--- config.mk ---
export PLATFORM = sky130hd
export DESIGN_NAME = byte_stuffing_framer_parity_unit
export DESIGN_NICKNAME = d
export VERILOG_FILES = /design/src/bsfp_pkg.sv /design/src/bsfp_csr.sv /design/src/bsfp_encode.sv /design/src/bsfp_emit.sv /design/src/byte_stuffing_framer_parity_unit.sv
export SDC_FILE = /design/constraint.sdc
export NUM_CORES = 1
export LEC_CHECK = 0
export BUFFER_PORTS_ARGS = -buffer_cell sky130_fd_sc_hd__clkbuf_2
export CAP_MARGIN = 40
export CORE_UTILIZATION = 55
export DETAILED_ROUTE_END_ITERATION = 6
export GPL_TIMING_DRIVEN = 0
export PLACE_DENSITY = 0.79
export SYNTH_ARGS = -nofsm -noshare
export SYNTH_HDL_FRONTEND = slang
export SYNTH_SLANG_ARGS = --single-unit
--- constraint.sdc ---
create_clock -name clock -period 9.2 [get_ports clock]
set_input_delay 0.92 -clock clock [delete_from_list [all_inputs] [get_ports clock]]
set_output_delay 0.92 -clock clock [all_outputs]
set_load 0.05 [all_outputs]
--- src/bsfp_pkg.sv ---
// Types and constants for the byte stuffing framer with parity trailer.
// No dependencies.
`timescale 1ns / 1ps
`default_nettype none

package bsfp_pkg;

   localparam int BYTE_W      = 8;
   localparam int MAX_RESULTS = 3;
   localparam int COUNT_W     = 2;
   localparam int CSR_IDX_W   = 1;

   localparam logic [BYTE_W-1:0] FLAG_RESET   = 8'h24;
   localparam logic [BYTE_W-1:0] ESCAPE_RESET = 8'h2F;

   localparam logic [CSR_IDX_W-1:0] CSR_FLAG   = 1'd0;
   localparam logic [CSR_IDX_W-1:0] CSR_ESCAPE = 1'd1;

   localparam logic FUNC_BYTE = 1'b0;
   localparam logic FUNC_END  = 1'b1;

   typedef struct packed {
      logic              func;
      logic [BYTE_W-1:0] data_byte;
   } req_type;

   typedef struct packed {
      logic [BYTE_W-1:0] out_byte;
      logic              is_trailer;
      logic              last;
   } rsp_type;

   typedef struct packed {
      logic [BYTE_W-1:0] flag_value;
      logic [BYTE_W-1:0] escape_value;
   } cfg_type;

   // Result bytes of one request, left justified, trailer only ever last.
   typedef struct packed {
      logic [MAX_RESULTS-1:0][BYTE_W-1:0] bytes;
      logic [COUNT_W-1:0]                 count;
      logic                               has_trailer;
   } burst_type;

   typedef struct packed {
      logic      valid;
      burst_type burst;
   } hand_type;

endpackage

`default_nettype wire

--- src/bsfp_csr.sv ---
// Configuration registers: flag and escape byte values.
// Depends on bsfp_pkg.
`timescale 1ns / 1ps
`default_nettype none

module bsfp_csr (
   input  wire logic                             clock,
   input  wire logic                             reset,
   input  wire logic                             csr_write_enable,
   input  wire logic [bsfp_pkg::CSR_IDX_W-1:0]   csr_index,
   input  wire logic [bsfp_pkg::BYTE_W-1:0]      csr_data,
   output bsfp_pkg::cfg_type                     cfg
);
   import bsfp_pkg::*;

   cfg_type cfg_ff;
   cfg_type cfg_in;

   always_comb begin
      cfg_in = cfg_ff;
      if (csr_write_enable) begin
         unique case (csr_index)
            CSR_FLAG:   cfg_in.flag_value   = csr_data;
            CSR_ESCAPE: cfg_in.escape_value = csr_data;
         endcase
      end
   end

   always_ff @(posedge clock) begin
      if (reset) begin
         cfg_ff.flag_value   <= FLAG_RESET;
         cfg_ff.escape_value <= ESCAPE_RESET;
      end else begin
         cfg_ff <= cfg_in;
      end
   end

   assign cfg = cfg_ff;

endmodule

`default_nettype wire

--- src/bsfp_encode.sv ---
// Frame state, stuffing and parity for one request, held in a pending register.
// Depends on bsfp_pkg.
`timescale 1ns / 1ps
`default_nettype none

module bsfp_encode (
   input  wire logic              clock,
   input  wire logic              reset,
   input  wire bsfp_pkg::cfg_type cfg,
   input  wire logic              req_valid,
   output logic                   req_stall,
   input  wire bsfp_pkg::req_type req_payload,
   output bsfp_pkg::hand_type     pend,
   input  wire logic              pend_take
);
   import bsfp_pkg::*;

   logic              in_frame_ff, in_frame_in;
   logic [BYTE_W-1:0] parity_ff, parity_in;
   logic              pend_valid_ff, pend_valid_in;
   burst_type         pend_ff, pend_in;

   logic              accept;
   logic              start;
   logic              hit;
   logic [BYTE_W-1:0] par_base;
   logic [BYTE_W-1:0] start_term;
   logic [BYTE_W-1:0] flag_v;
   logic [BYTE_W-1:0] esc_v;
   logic [BYTE_W-1:0] data_v;
   burst_type         enc;
   logic [BYTE_W-1:0] enc_parity;

   assign req_stall = pend_valid_ff & ~pend_take;
   assign accept    = req_valid & ~req_stall;

   assign flag_v     = cfg.flag_value;
   assign esc_v      = cfg.escape_value;
   assign data_v     = req_payload.data_byte;
   assign start      = ~in_frame_ff;
   assign par_base   = start ? '0 : parity_ff;
   assign start_term = start ? flag_v : '0;
   assign hit        = (data_v == flag_v) | (data_v == esc_v);

   always_comb begin
      enc        = '0;
      enc_parity = '0;
      case (req_payload.func)
         FUNC_BYTE: begin
            enc_parity = par_base ^ start_term ^ (hit ? esc_v : '0) ^ data_v;
            if (start) begin
               enc.bytes[0] = flag_v;
               if (hit) begin
                  enc.bytes[1] = esc_v;
                  enc.bytes[2] = data_v;
                  enc.count    = COUNT_W'(3);
               end else begin
                  enc.bytes[1] = data_v;
                  enc.count    = COUNT_W'(2);
               end
            end else if (hit) begin
               enc.bytes[0] = esc_v;
               enc.bytes[1] = data_v;
               enc.count    = COUNT_W'(2);
            end else begin
               enc.bytes[0] = data_v;
               enc.count    = COUNT_W'(1);
            end
         end
         default: begin
            // end of frame: closing flag, then the trailer over the whole frame
            enc.has_trailer = 1'b1;
            if (start) begin
               enc.bytes[0] = flag_v;
               enc.bytes[1] = flag_v;
               enc.bytes[2] = par_base ^ start_term ^ flag_v;
               enc.count    = COUNT_W'(3);
            end else begin
               enc.bytes[0] = flag_v;
               enc.bytes[1] = par_base ^ flag_v;
               enc.count    = COUNT_W'(2);
            end
         end
      endcase
   end

   always_comb begin
      in_frame_in   = in_frame_ff;
      parity_in     = parity_ff;
      pend_valid_in = pend_valid_ff;
      pend_in       = pend_ff;
      if (accept) begin
         pend_valid_in = 1'b1;
         pend_in       = enc;
         in_frame_in   = (req_payload.func == FUNC_BYTE);
         parity_in     = enc_parity;
      end else if (pend_take) begin
         pend_valid_in = 1'b0;
      end
   end

   always_ff @(posedge clock) begin
      if (reset) begin
         in_frame_ff   <= 1'b0;
         parity_ff     <= '0;
         pend_valid_ff <= 1'b0;
      end else begin
         in_frame_ff   <= in_frame_in;
         parity_ff     <= parity_in;
         pend_valid_ff <= pend_valid_in;
      end
   end

   always_ff @(posedge clock) begin
      pend_ff <= pend_in;
   end

   assign pend.valid = pend_valid_ff;
   assign pend.burst = pend_ff;

endmodule

`default_nettype wire

--- src/bsfp_emit.sv ---
// Result register: sends the bytes of one burst, one per cycle while rsp_stall is low.
// Depends on bsfp_pkg.
`timescale 1ns / 1ps
`default_nettype none

module bsfp_emit (
   input  wire logic               clock,
   input  wire logic               reset,
   input  wire bsfp_pkg::hand_type pend,
   output logic                    pend_take,
   output logic                    rsp_valid,
   input  wire logic               rsp_stall,
   output bsfp_pkg::rsp_type       rsp_payload
);
   import bsfp_pkg::*;

   logic               cur_valid_ff, cur_valid_in;
   burst_type          cur_ff, cur_in;
   logic [COUNT_W-1:0] ptr_ff, ptr_in;

   logic              out_take;
   logic              at_end;
   logic              free;
   logic [BYTE_W-1:0] out_byte;

   assign out_take  = cur_valid_ff & ~rsp_stall;
   assign at_end    = ((ptr_ff + COUNT_W'(1)) == cur_ff.count);
   assign free      = ~cur_valid_ff | (out_take & at_end);
   assign pend_take = free & pend.valid;

   always_comb begin
      cur_valid_in = cur_valid_ff;
      cur_in       = cur_ff;
      ptr_in       = ptr_ff;
      if (free) begin
         cur_valid_in = pend.valid;
         cur_in       = pend.burst;
         ptr_in       = '0;
      end else if (out_take) begin
         ptr_in = ptr_ff + COUNT_W'(1);
      end
   end

   always_ff @(posedge clock) begin
      if (reset) begin
         cur_valid_ff <= 1'b0;
         ptr_ff       <= '0;
      end else begin
         cur_valid_ff <= cur_valid_in;
         ptr_ff       <= ptr_in;
      end
   end

   always_ff @(posedge clock) begin
      cur_ff <= cur_in;
   end

   always_comb begin
      case (ptr_ff)
         2'd0:    out_byte = cur_ff.bytes[0];
         2'd1:    out_byte = cur_ff.bytes[1];
         default: out_byte = cur_ff.bytes[2];
      endcase
   end

   assign rsp_payload.out_byte   = out_byte;
   assign rsp_payload.is_trailer = cur_ff.has_trailer & at_end;
   assign rsp_payload.last       = at_end;
   assign rsp_valid              = cur_valid_ff;

endmodule

`default_nettype wire

--- src/byte_stuffing_framer_parity_unit.sv ---
// Top level of the byte stuffing framer with XOR parity trailer.
// Depends on bsfp_pkg, bsfp_csr, bsfp_encode and bsfp_emit.
//
//   channel   direction  handshake             payload
//   req_      in         req_valid/req_stall   func, data_byte
//   rsp_      out        rsp_valid/rsp_stall   out_byte, is_trailer, last
//   csr_      in         csr_write_enable      csr_index, csr_data
//
// A request gives one to three result bytes; the single output byte lane sends
// one per cycle while rsp_stall is low.
// The first result passes through the pending register, then the result
// register, before it is offered on rsp_.
// Reset (synchronous) closes any open frame, clears the parity and the
// pipeline, and restores the flag and escape values.
// A stall on rsp_ holds the result; one further request is held in the
// pending register before req_stall rises.
`timescale 1ns / 1ps
`default_nettype none

module byte_stuffing_framer_parity_unit (
   input  wire logic                           clock,
   input  wire logic                           reset,
   input  wire logic                           req_valid,
   output logic                                req_stall,
   input  wire bsfp_pkg::req_type              req_payload,
   output logic                                rsp_valid,
   input  wire logic                           rsp_stall,
   output bsfp_pkg::rsp_type                   rsp_payload,
   input  wire logic                           csr_write_enable,
   input  wire logic [bsfp_pkg::CSR_IDX_W-1:0] csr_index,
   input  wire logic [bsfp_pkg::BYTE_W-1:0]    csr_data
);
   import bsfp_pkg::*;

   cfg_type  cfg;
   hand_type pend;
   logic     pend_take;

   // flag and escape values; the user must write them only while the framer is idle, the block does not enforce it
   bsfp_csr u_csr (
      .clock            (clock),
      .reset            (reset),
      .csr_write_enable (csr_write_enable),
      .csr_index        (csr_index),
      .csr_data         (csr_data),
      .cfg              (cfg)
   );

   // open the frame, stuff the byte or close the frame, and advance parity
   bsfp_encode u_encode (
      .clock       (clock),
      .reset       (reset),
      .cfg         (cfg),
      .req_valid   (req_valid),
      .req_stall   (req_stall),
      .req_payload (req_payload),
      .pend        (pend),
      .pend_take   (pend_take)
   );

   // hand the burst of the oldest request out one byte at a time
   bsfp_emit u_emit (
      .clock       (clock),
      .reset       (reset),
      .pend        (pend),
      .pend_take   (pend_take),
      .rsp_valid   (rsp_valid),
      .rsp_stall   (rsp_stall),
      .rsp_payload (rsp_payload)
   );

endmodule

`default_nettype wire

# Word-level counts from Yosys, hierarchy flattened
# Cells that the tools add are included.
# totals
wordCells	63
regBits	83
out_inout_bits	12
inputBits	23
# classes
n_eq_ne	4
n_addsub	1
n_mux	17
bitwise	19
reduce_logical	5
# op_table
cell	count
$mux 8	8
$xor 8x8->8	5
$mux 18	2
$mux 26	1
$eq 8x8->1	2
$pmux 8 s2	1
$mux 10	1
$and 1x1->1	6
$not 1->1	6
$mux 1	4
$reduce_and 2->1	2
$add 2x1->2 const B	1
$eq 2x1->1 const B	1
$eq 2x2->1	1
$logic_not 2->1	1
$or 1x1->1	2
$reduce_bool 2->1	1
$reduce_or 2->1	1

# Longest topological paths before layout
# Gate-level depths: netlist (run 1).
# depth
word_depth	10
ltp_mapped	8
depth_no_buf	8

# Modules after synthesis
# A second synthesis (run 1) with hierarchy kept.
# hier_totals
hier_cells	366
hier_area_um2	4051.4
# modules_own_cells
module	cells_per_inst	n_inst	area_each_um2	seq_area_each_um2
bsfp_encode	224	1	2230.9	1011.0
bsfp_emit	77	1	1141.1	870.8
bsfp_csr	65	1	679.4	320.3

# Least setup slack after synthesis (run 1)
# No wires, ideal clock.
# synth_path
path_type	register to register
start	register u_emit.ptr_ff[0]
end	register u_emit.cur_ff[0] (netlist name), enable pin
setup_ns	0.451
required_ns	8.749
stages_incl_launch_ff	6
synth_period_minus_slack_ns	3.672
slack_ns	5.528
n_path_buf	0
arrival_ns	3.221
path_cell_list	dfxtp_1 -> inv_1 -> ha_1 -> xnor2_1 -> nand2_1 -> o21ai_0
# synth_via
elab_chain_cells	4
# synth_lines
element	line	source
start: declaration	bsfp_emit.sv:19	logic [COUNT_W-1:0] ptr_ff, ptr_in;
start signal: assignment	bsfp_emit.sv:50	ptr_ff <= ptr_in;
$add 2x1->2	bsfp_emit.sv:27	assign at_end = ((ptr_ff + COUNT_W'(1)) == cur_ff.count);
$eq 2x2->1	bsfp_emit.sv:27	
$and 1x1->1	bsfp_emit.sv:28	assign free = ~cur_valid_ff | (out_take & at_end);
$or 1x1->1	bsfp_emit.sv:28	
via u_emit.free	bsfp_emit.sv:23	logic free;
end signal: assignment	bsfp_emit.sv:55	cur_ff <= cur_in;
end: declaration	bsfp_emit.sv:18	burst_type cur_ff, cur_in;
# The timed path passes the listed nets, and every way through them passes these cells.
# A chain may end at the register's enable or synchronous reset.

# Worst setup path in the final report (run 1)
# layout_path
start	register u_emit.ptr_ff[0]
end	output rsp_payload[0] (netlist name)
# layout_via
elab_chain_cells	2
# layout_lines
element	line	source
$add 2x1->2	bsfp_emit.sv:27	
$eq 2x2->1	bsfp_emit.sv:27	
end: declaration	byte_stuffing_framer_parity_unit.sv:28	output bsfp_pkg::rsp_type rsp_payload,
# Every way passes these cells.

==> impl_metrics.csv, run 1 <==
group,metric,value,unit
pwr,power.leakage,1.73,nW
clock_network,numCtsBuffers,9,
synthesis,synth_area,4020,um^2
floorplanning,dieHeight,87.5,um
critical_path,reg2reg_from,"u_emit.ptr_ff[0]$_SDFFE_PP0P_",
route,drt_iter0_markers,156,
timing,relSlewSlack,0.586,
pwr,pwr-share-comb,0.129,
timing,worst-slew-pin-transition,620,ps
worst_hold_path,hold_start,"u_encode.pend[15]$_DFFE_PP_",
synthesis,synthDistinctLibCells,44,
route,wl_per_cell,16.0,um
synthesis,async_flop_share,0,
synthesis,syn-num-nets,389,
floorplanning,num_rows,30,
timing,fmax,309,MHz
global_routing,grt_overflow_total,0,
synthesis,yosys.area.top_type_share,0.403,
global_routing,antenna_found_initial,0,
placement,dp_worst_setup_slack,6350,ps
pwr,swShare,0.266,
clock_network,hold_buffers,0,
critical_path,worstSetupEndpointType,"output pin",
pwr,pwr-share-seq,0.524,
critical_path,r2r_end,"u_emit.cur_ff[14]$_DFFE_PP_",
route,ant_nets,0,
synthesis,ys_seq_area_frac,0.547,
synthesis,yosys_warnings,0,
job,max-cap-violations,0,
clock_network,root_buffer,"clkbuf_8",
timing,hold_slack,422,ps
layout,drive_above_1_share,0.196,
critical_path,critical_path.max_fanout,5,
critical_path,reg2reg_depth,6,
timing,finalCritPeriodShare,0.352,
clock_network,cts_sinks,83,
clock_network,cts_buffer_depth,2,
critical_path,crit_type,"flip-flop to output pin",
synthesis,synth_mux_area_frac,0.0398,
synthesis,synthAdderAreaFrac,0.00622,
critical_path,cp.required,8280,ps
layout,final_nets,428,
timing,post-route-min-period,3240,ps
synthesis,synth.avg_cell_area,11.1,um^2
layout,areaGrowthSynthToFinish,12.7,%
route,drc,0,
timing,rsz0062_at_grt,"no",
clock_network,post_cts_buffers,0,
floorplanning,fp.coreArea,6940,um^2
layout,final_common_cell,"nand2_1",
floorplanning,die_w,87.5,um
placement,hpwl,5.93,mm
route,viasPerCell,5.50,
timing,setup-tns-final,0,ps
global_routing,grt_max_degree,21,
layout,final_cell_mix,"nand2_1, edfxtp_1, dfxtp_1",
critical_path,startpoint_type,"flip-flop",
synthesis,ys_ff_latch,83,
global_routing,grt_usage,0.236,
outcome,status,"complete, no violations",
critical_path,worstPathArrival,2320,ps
pwr,ir_worst_vdd,155,uV
route,wl,8.08,mm
synthesis,syn_inst,364,
worst_hold_path,hold_end,"u_emit.cur_ff[15]$_DFFE_PP_",
critical_path,r2r_setup_slack,6640,ps
floorplanning,die-area,7660,um^2
pwr,p_int,0.621,mW
synthesis,synth-compound-area-share,0.106,
worst_hold_path,hold_class,"flip-flop to flip-flop",
route,vias,2771,
placement,io_buffers,26,
synthesis,synth_flop_cell,"edfxtp_1",
synthesis,synthSimpleGateAreaFrac,0.179,
clock_network,cts_tree,"built",
timing,skew,11.1,ps
layout,antenna_cells,0,
floorplanning,start_util,0.579,
timing,hold_viol,0,
global_routing,grt_pass1_vias,2802,
pwr,clockPowerShare,0.347,
synthesis,synth_top_family_by_area,"simple AND/OR/NAND/NOR gates",
timing,setup_viol,0,
pwr,power,0.846,mW
global_routing,grt_pass1_wl,13.4,mm
timing,setup_slack,5960,ps
clock_network,path_clk_slew,80,ps
placement,gp_congestion,0.871,
worst_hold_path,whs_path_depth,0,
timing,final_max_slew_viol_count,0,
floorplanning,boundaryPins,35,
pwr,power.density,187,nW/um^2
synthesis,synth-xor-area-share,0.0781,
synthesis,synth_largest_area_cell,"edfxtp_1",
route,dr.pass1.iters,5,
clock_network,htreeDepth,3,
synthesis,synthTopCellsByArea,"edfxtp_1, dfxtp_1, xnor2_1",
pwr,switchingPower,0.225,mW
clock_network,cts_resized,0,
synthesis,synth_edf_count,54,
clock_network,insertion_delay,360,ps
critical path: stages, from the launching register on:
cell and delay [ps]:
dfxtp_1 460, inv_1 80, ha_1 330, xnor2_1 400, nand2_1 200, inv_1 130
buf_4 110, clkbuf_2 260
power groups by stage:
| stage | Combinational [mW] | Clock, mW | Sequential [mW] |
|---|---|---|---|
| floorplan | 0.0818 | 0 | 0.448 |
| CTS | 0.109 | 0.295 | 0.443 |
| global placement | 0.102 | 0 | 0.450 |
| detailed placement | 0.109 | 0 | 0.452 |
| global route | 0.119 | 0.311 | 0.446 |
| finish | 0.109 | 0.294 | 0.443 |
synthesized netlist by cell type (7+ instances only):
master and number:
and2_1 8, dfxtp_1 29, or3_1 8, nand2_1 57, a22o_1 8, o21ai_0 13, buf_2 14, inv_1 7
xnor2_1 26, mux2i_1 16, nor2_1 14, edfxtp_1 54, nand3_1 7, a21oi_1 11, clkbuf_1 8, xor2_1 8
a22oi_1 8
area by class of cell:
cell class	instances	area (um^2)
fillers	555	2410
flip-flops and latches	83	2200
multi-input cells	244	1650
repair buffers	28	160
plain buffers	30	146
clock buffers	9	124
well taps	96	120
clock inverters	7	100
inverters	7	26.3
how the worst max path moves through the flow:
| stage | from | endpoint | slack [ps] | depth (start not counted) |
|---|---|---|---|---|
| 5_1_grt | u_emit.ptr_ff[0]$_SDFFE_PP0P_ | rsp_payload[0] | 5840 | 7 |
| 6_report | u_emit.ptr_ff[0]$_SDFFE_PP0P_ | rsp_payload[0] | 5960 | 7 |
| 2_1_floorplan | u_emit.ptr_ff[0]$_SDFFE_PP0P_ | u_emit.cur_ff[0]$_DFFE_PP_ | 5530 | 5 |
| 3_5_place_dp | u_emit.ptr_ff[0]$_SDFFE_PP0P_ | rsp_payload[0] | 6350 | 7 |
| 4_1_cts | u_emit.ptr_ff[0]$_SDFFE_PP0P_ | rsp_payload[0] | 5940 | 7 |
| 3_3_place_gp | u_emit.ptr_ff[0]$_SDFFE_PP0P_ | u_emit.cur_ff[21]$_DFFE_PP_ | 4880 | 5 |
registers in the layout (all words and copies together), names as in the netlist:
register and cells:
u_csr.cfg 16, u_emit.cur_ff 27, u_emit.ptr_ff 2, u_emit.rsp_valid 1, u_encode.in_frame_ff 1, u_encode.parity_ff 8
u_encode.pend 27, u_encode.pend_valid_ff 1
routing by layer:
metal	vias up	track usage	wire, um
li1	1379	-	-
met1	1312	0.274	3530
met2	68	0.418	4160
met3	12	0.0464	225
met4	0	0.115	169
met5	-	0	0
per-stage QoR:
stage	cell area [um^2]	instances	utilization
after global placement	4270	486	0.615
after floorplan	4020	364	-
after global routing	4530	504	0.653
final	4530	504	0.653
after detailed placement	4310	488	0.621
after CTS	4530	504	0.653
logic make-up after synthesis:
kind of cell / count (synthesis)
and+or+nand+nor: 133
DFF: 83
AOI/OAI and AO/OA: 58
buffers and inverters: 37
xor gates and xnor gates: 35
muxes: 16
adders and majority gates: 2
Power figures use the tool's default switching activity.
==> run 2: changes to the inputs <==
clock period = 3.2 ns   (was 9.2 ns; I/O delays follow)
==> run 2 against run 1 <==
  * Routed wire length shrank 5.8%
  * Largest power group unchanged
  * Worst hold slack lost 260 ps
  * Via count shrank 0.47%
  * Clock power grew 130%
  * Flip-flop and latch count is the same
  * Sequential share of layout area grew 0.51 points
  * Combinational power grew to 2.9 times the previous value
  * Total power grew to 2.7 times the previous value
  * Register-to-register slack lost 6000 ps
  * Setup slack lost 5300 ps
  * First-iteration DRC count grew 10%
==> impl_metrics.csv, run 2 (synthesis gave the netlist of run 1 again) <==
group,metric,value,unit
floorplanning,fp.coreArea,6940,um^2
critical_path,path_cells,"inv_1 -> ha_1 -> xnor2_1 -> a311oi_4 -> clkbuf_2",
timing,worst-slew-pin-transition,635,ps
layout,antenna_cells,0,
timing,hold_slack,166,ps
critical_path,cp_top_family,"flip-flops",
route,drt_iter0_markers,172,
timing,post-route-min-period,2580,ps
clock_network,cts_buffer_depth,2,
clock_network,cts_tree,"built",
critical_path,critical_path.max_fanout,5,
worst_hold_path,whs_path_depth,1,
global_routing,grt_pass1_vias,2735,
critical_path,critPathBufInv,2,
outcome,status,"complete, no violations",
placement,hpwl,5.77,mm
route,ant_nets,0,
clock_network,root_buffer,"clkbuf_8",
clock_network,hold_buffers,0,
timing,skew,10.8,ps
layout,final_nets,428,
layout,final_cell_mix,"nand2_1, edfxtp_1, dfxtp_1",
global_routing,grt_overflow_total,0,
clock_network,cts_resized,0,
floorplanning,start_util,0.579,
clock_network,post_cts_buffers,0,
pwr,power.density,506,nW/um^2
timing,finalCritPeriodShare,0.805,
critical_path,crit_type,"flip-flop to output pin",
timing,fmax,388,MHz
critical_path,path_depth,5,
pwr,ir_worst_vdd,296,uV
floorplanning,boundaryPins,35,
global_routing,grt_max_degree,20,
layout,fillers,536,
floorplanning,die_w,87.5,um
clock_network,path_clk_slew,90,ps
clock_network,numCtsBuffers,9,
critical_path,worstSetupEndpointType,"output pin",
floorplanning,die-area,7660,um^2
route,wl_per_cell,15.1,um
global_routing,grt_usage,0.222,
layout,final_common_cell,"nand2_1",
floorplanning,dieHeight,87.5,um
timing,hold_viol,0,
timing,final_max_slew_viol_count,0,
clock_network,htreeDepth,3,
critical_path,reg2reg_depth,6,
placement,dp_worst_setup_slack,712,ps
job,max-cap-violations,0,
route,dr.pass1.iters,4,
critical_path,slowest_stage,"dfxtp_1",
layout,drive_above_1_share,0.194,
floorplanning,num_rows,30,
clock_network,insertion_delay,350,ps
critical_path,cp.required,2880,ps
clock_network,cts_sinks,83,
worst_hold_path,hold_class,"primary input to flip-flop",
route,drc,0,
placement,gp_congestion,0.855,
critical_path,startpoint_type,"flip-flop",
critical_path,critPathMaxStageDelay,470,ps
layout,areaGrowthSynthToFinish,11.5,%
timing,relSlewSlack,0.577,
timing,setup_slack,624,ps
layout,utilization,0.646,
timing,setup_viol,0,
global_routing,grt_pass1_wl,12.9,mm
route,viasPerCell,5.47,
pwr,power.leakage,1.69,nW
global_routing,antenna_found_initial,0,
timing,rsz0062_at_grt,"no",
critical_path,worstPathArrival,2260,ps
route,vias,2758,
route,wl,7.61,mm
placement,io_buffers,26,
-- run 2: layout make-up --
class	instances	area, um^2	share of cell area
tap	96	120	0.0268
multi-input combinational	244	1650	0.369
clock buffer	10	128	0.0285
buffer	30	146	0.0326
sequential	83	2200	0.491
inverter	7	26.3	0.00586
clock inverter	6	48.8	0.0109
timing repair buffer	28	160	0.0357
-- run 2: routing by layer --
metal,vias up,GRT usage,part of all wire
met5,-,0,0
met4,0,0.0745,0.013
met3,11,0.0436,0.031
met2,68,0.396,0.50
met1,1297,0.268,0.45
li1,1382,-,-
-- run 2: report_power, final --
part	internal (mW)	switching, mW	total, mW	leakage (nW)
combinational	0.111	0.202	0.312	0.822
clock	0.290	0.393	0.684	0.0799
sequential	1.23	0.0435	1.27	0.791
total	1.63	0.638	2.27	1.69
-- run 2: worst paths after layout --
path         slack (ps)                     startpoint                     endpoint
min reg2reg         420    u_encode.pend[19]$_DFFE_PP_  u_emit.cur_ff[19]$_DFFE_PP_
max reg2reg         680  u_emit.ptr_ff[0]$_SDFFE_PP0P_   u_emit.cur_ff[6]$_DFFE_PP_
max                 620  u_emit.ptr_ff[0]$_SDFFE_PP0P_                    req_stall
min                 170                 req_payload[8]   u_encode.pend[0]$_DFFE_PP_
-- run 2: per-stage QoR --
step / cells / TNS, ps / area [um^2] / power (mW)
2_1_floorplan: 364 / 0 / 4020 / 1.52
3_3_place_gp: 486 / -7170 / 4270 / 1.59
3_5_place_dp: 488 / 0 / 4310 / 1.61
4_1_cts: 504 / 0 / 4490 / 2.28
5_1_grt: 504 / 0 / 4490 / 2.36
6_report: 504 / 0 / 4490 / 2.27
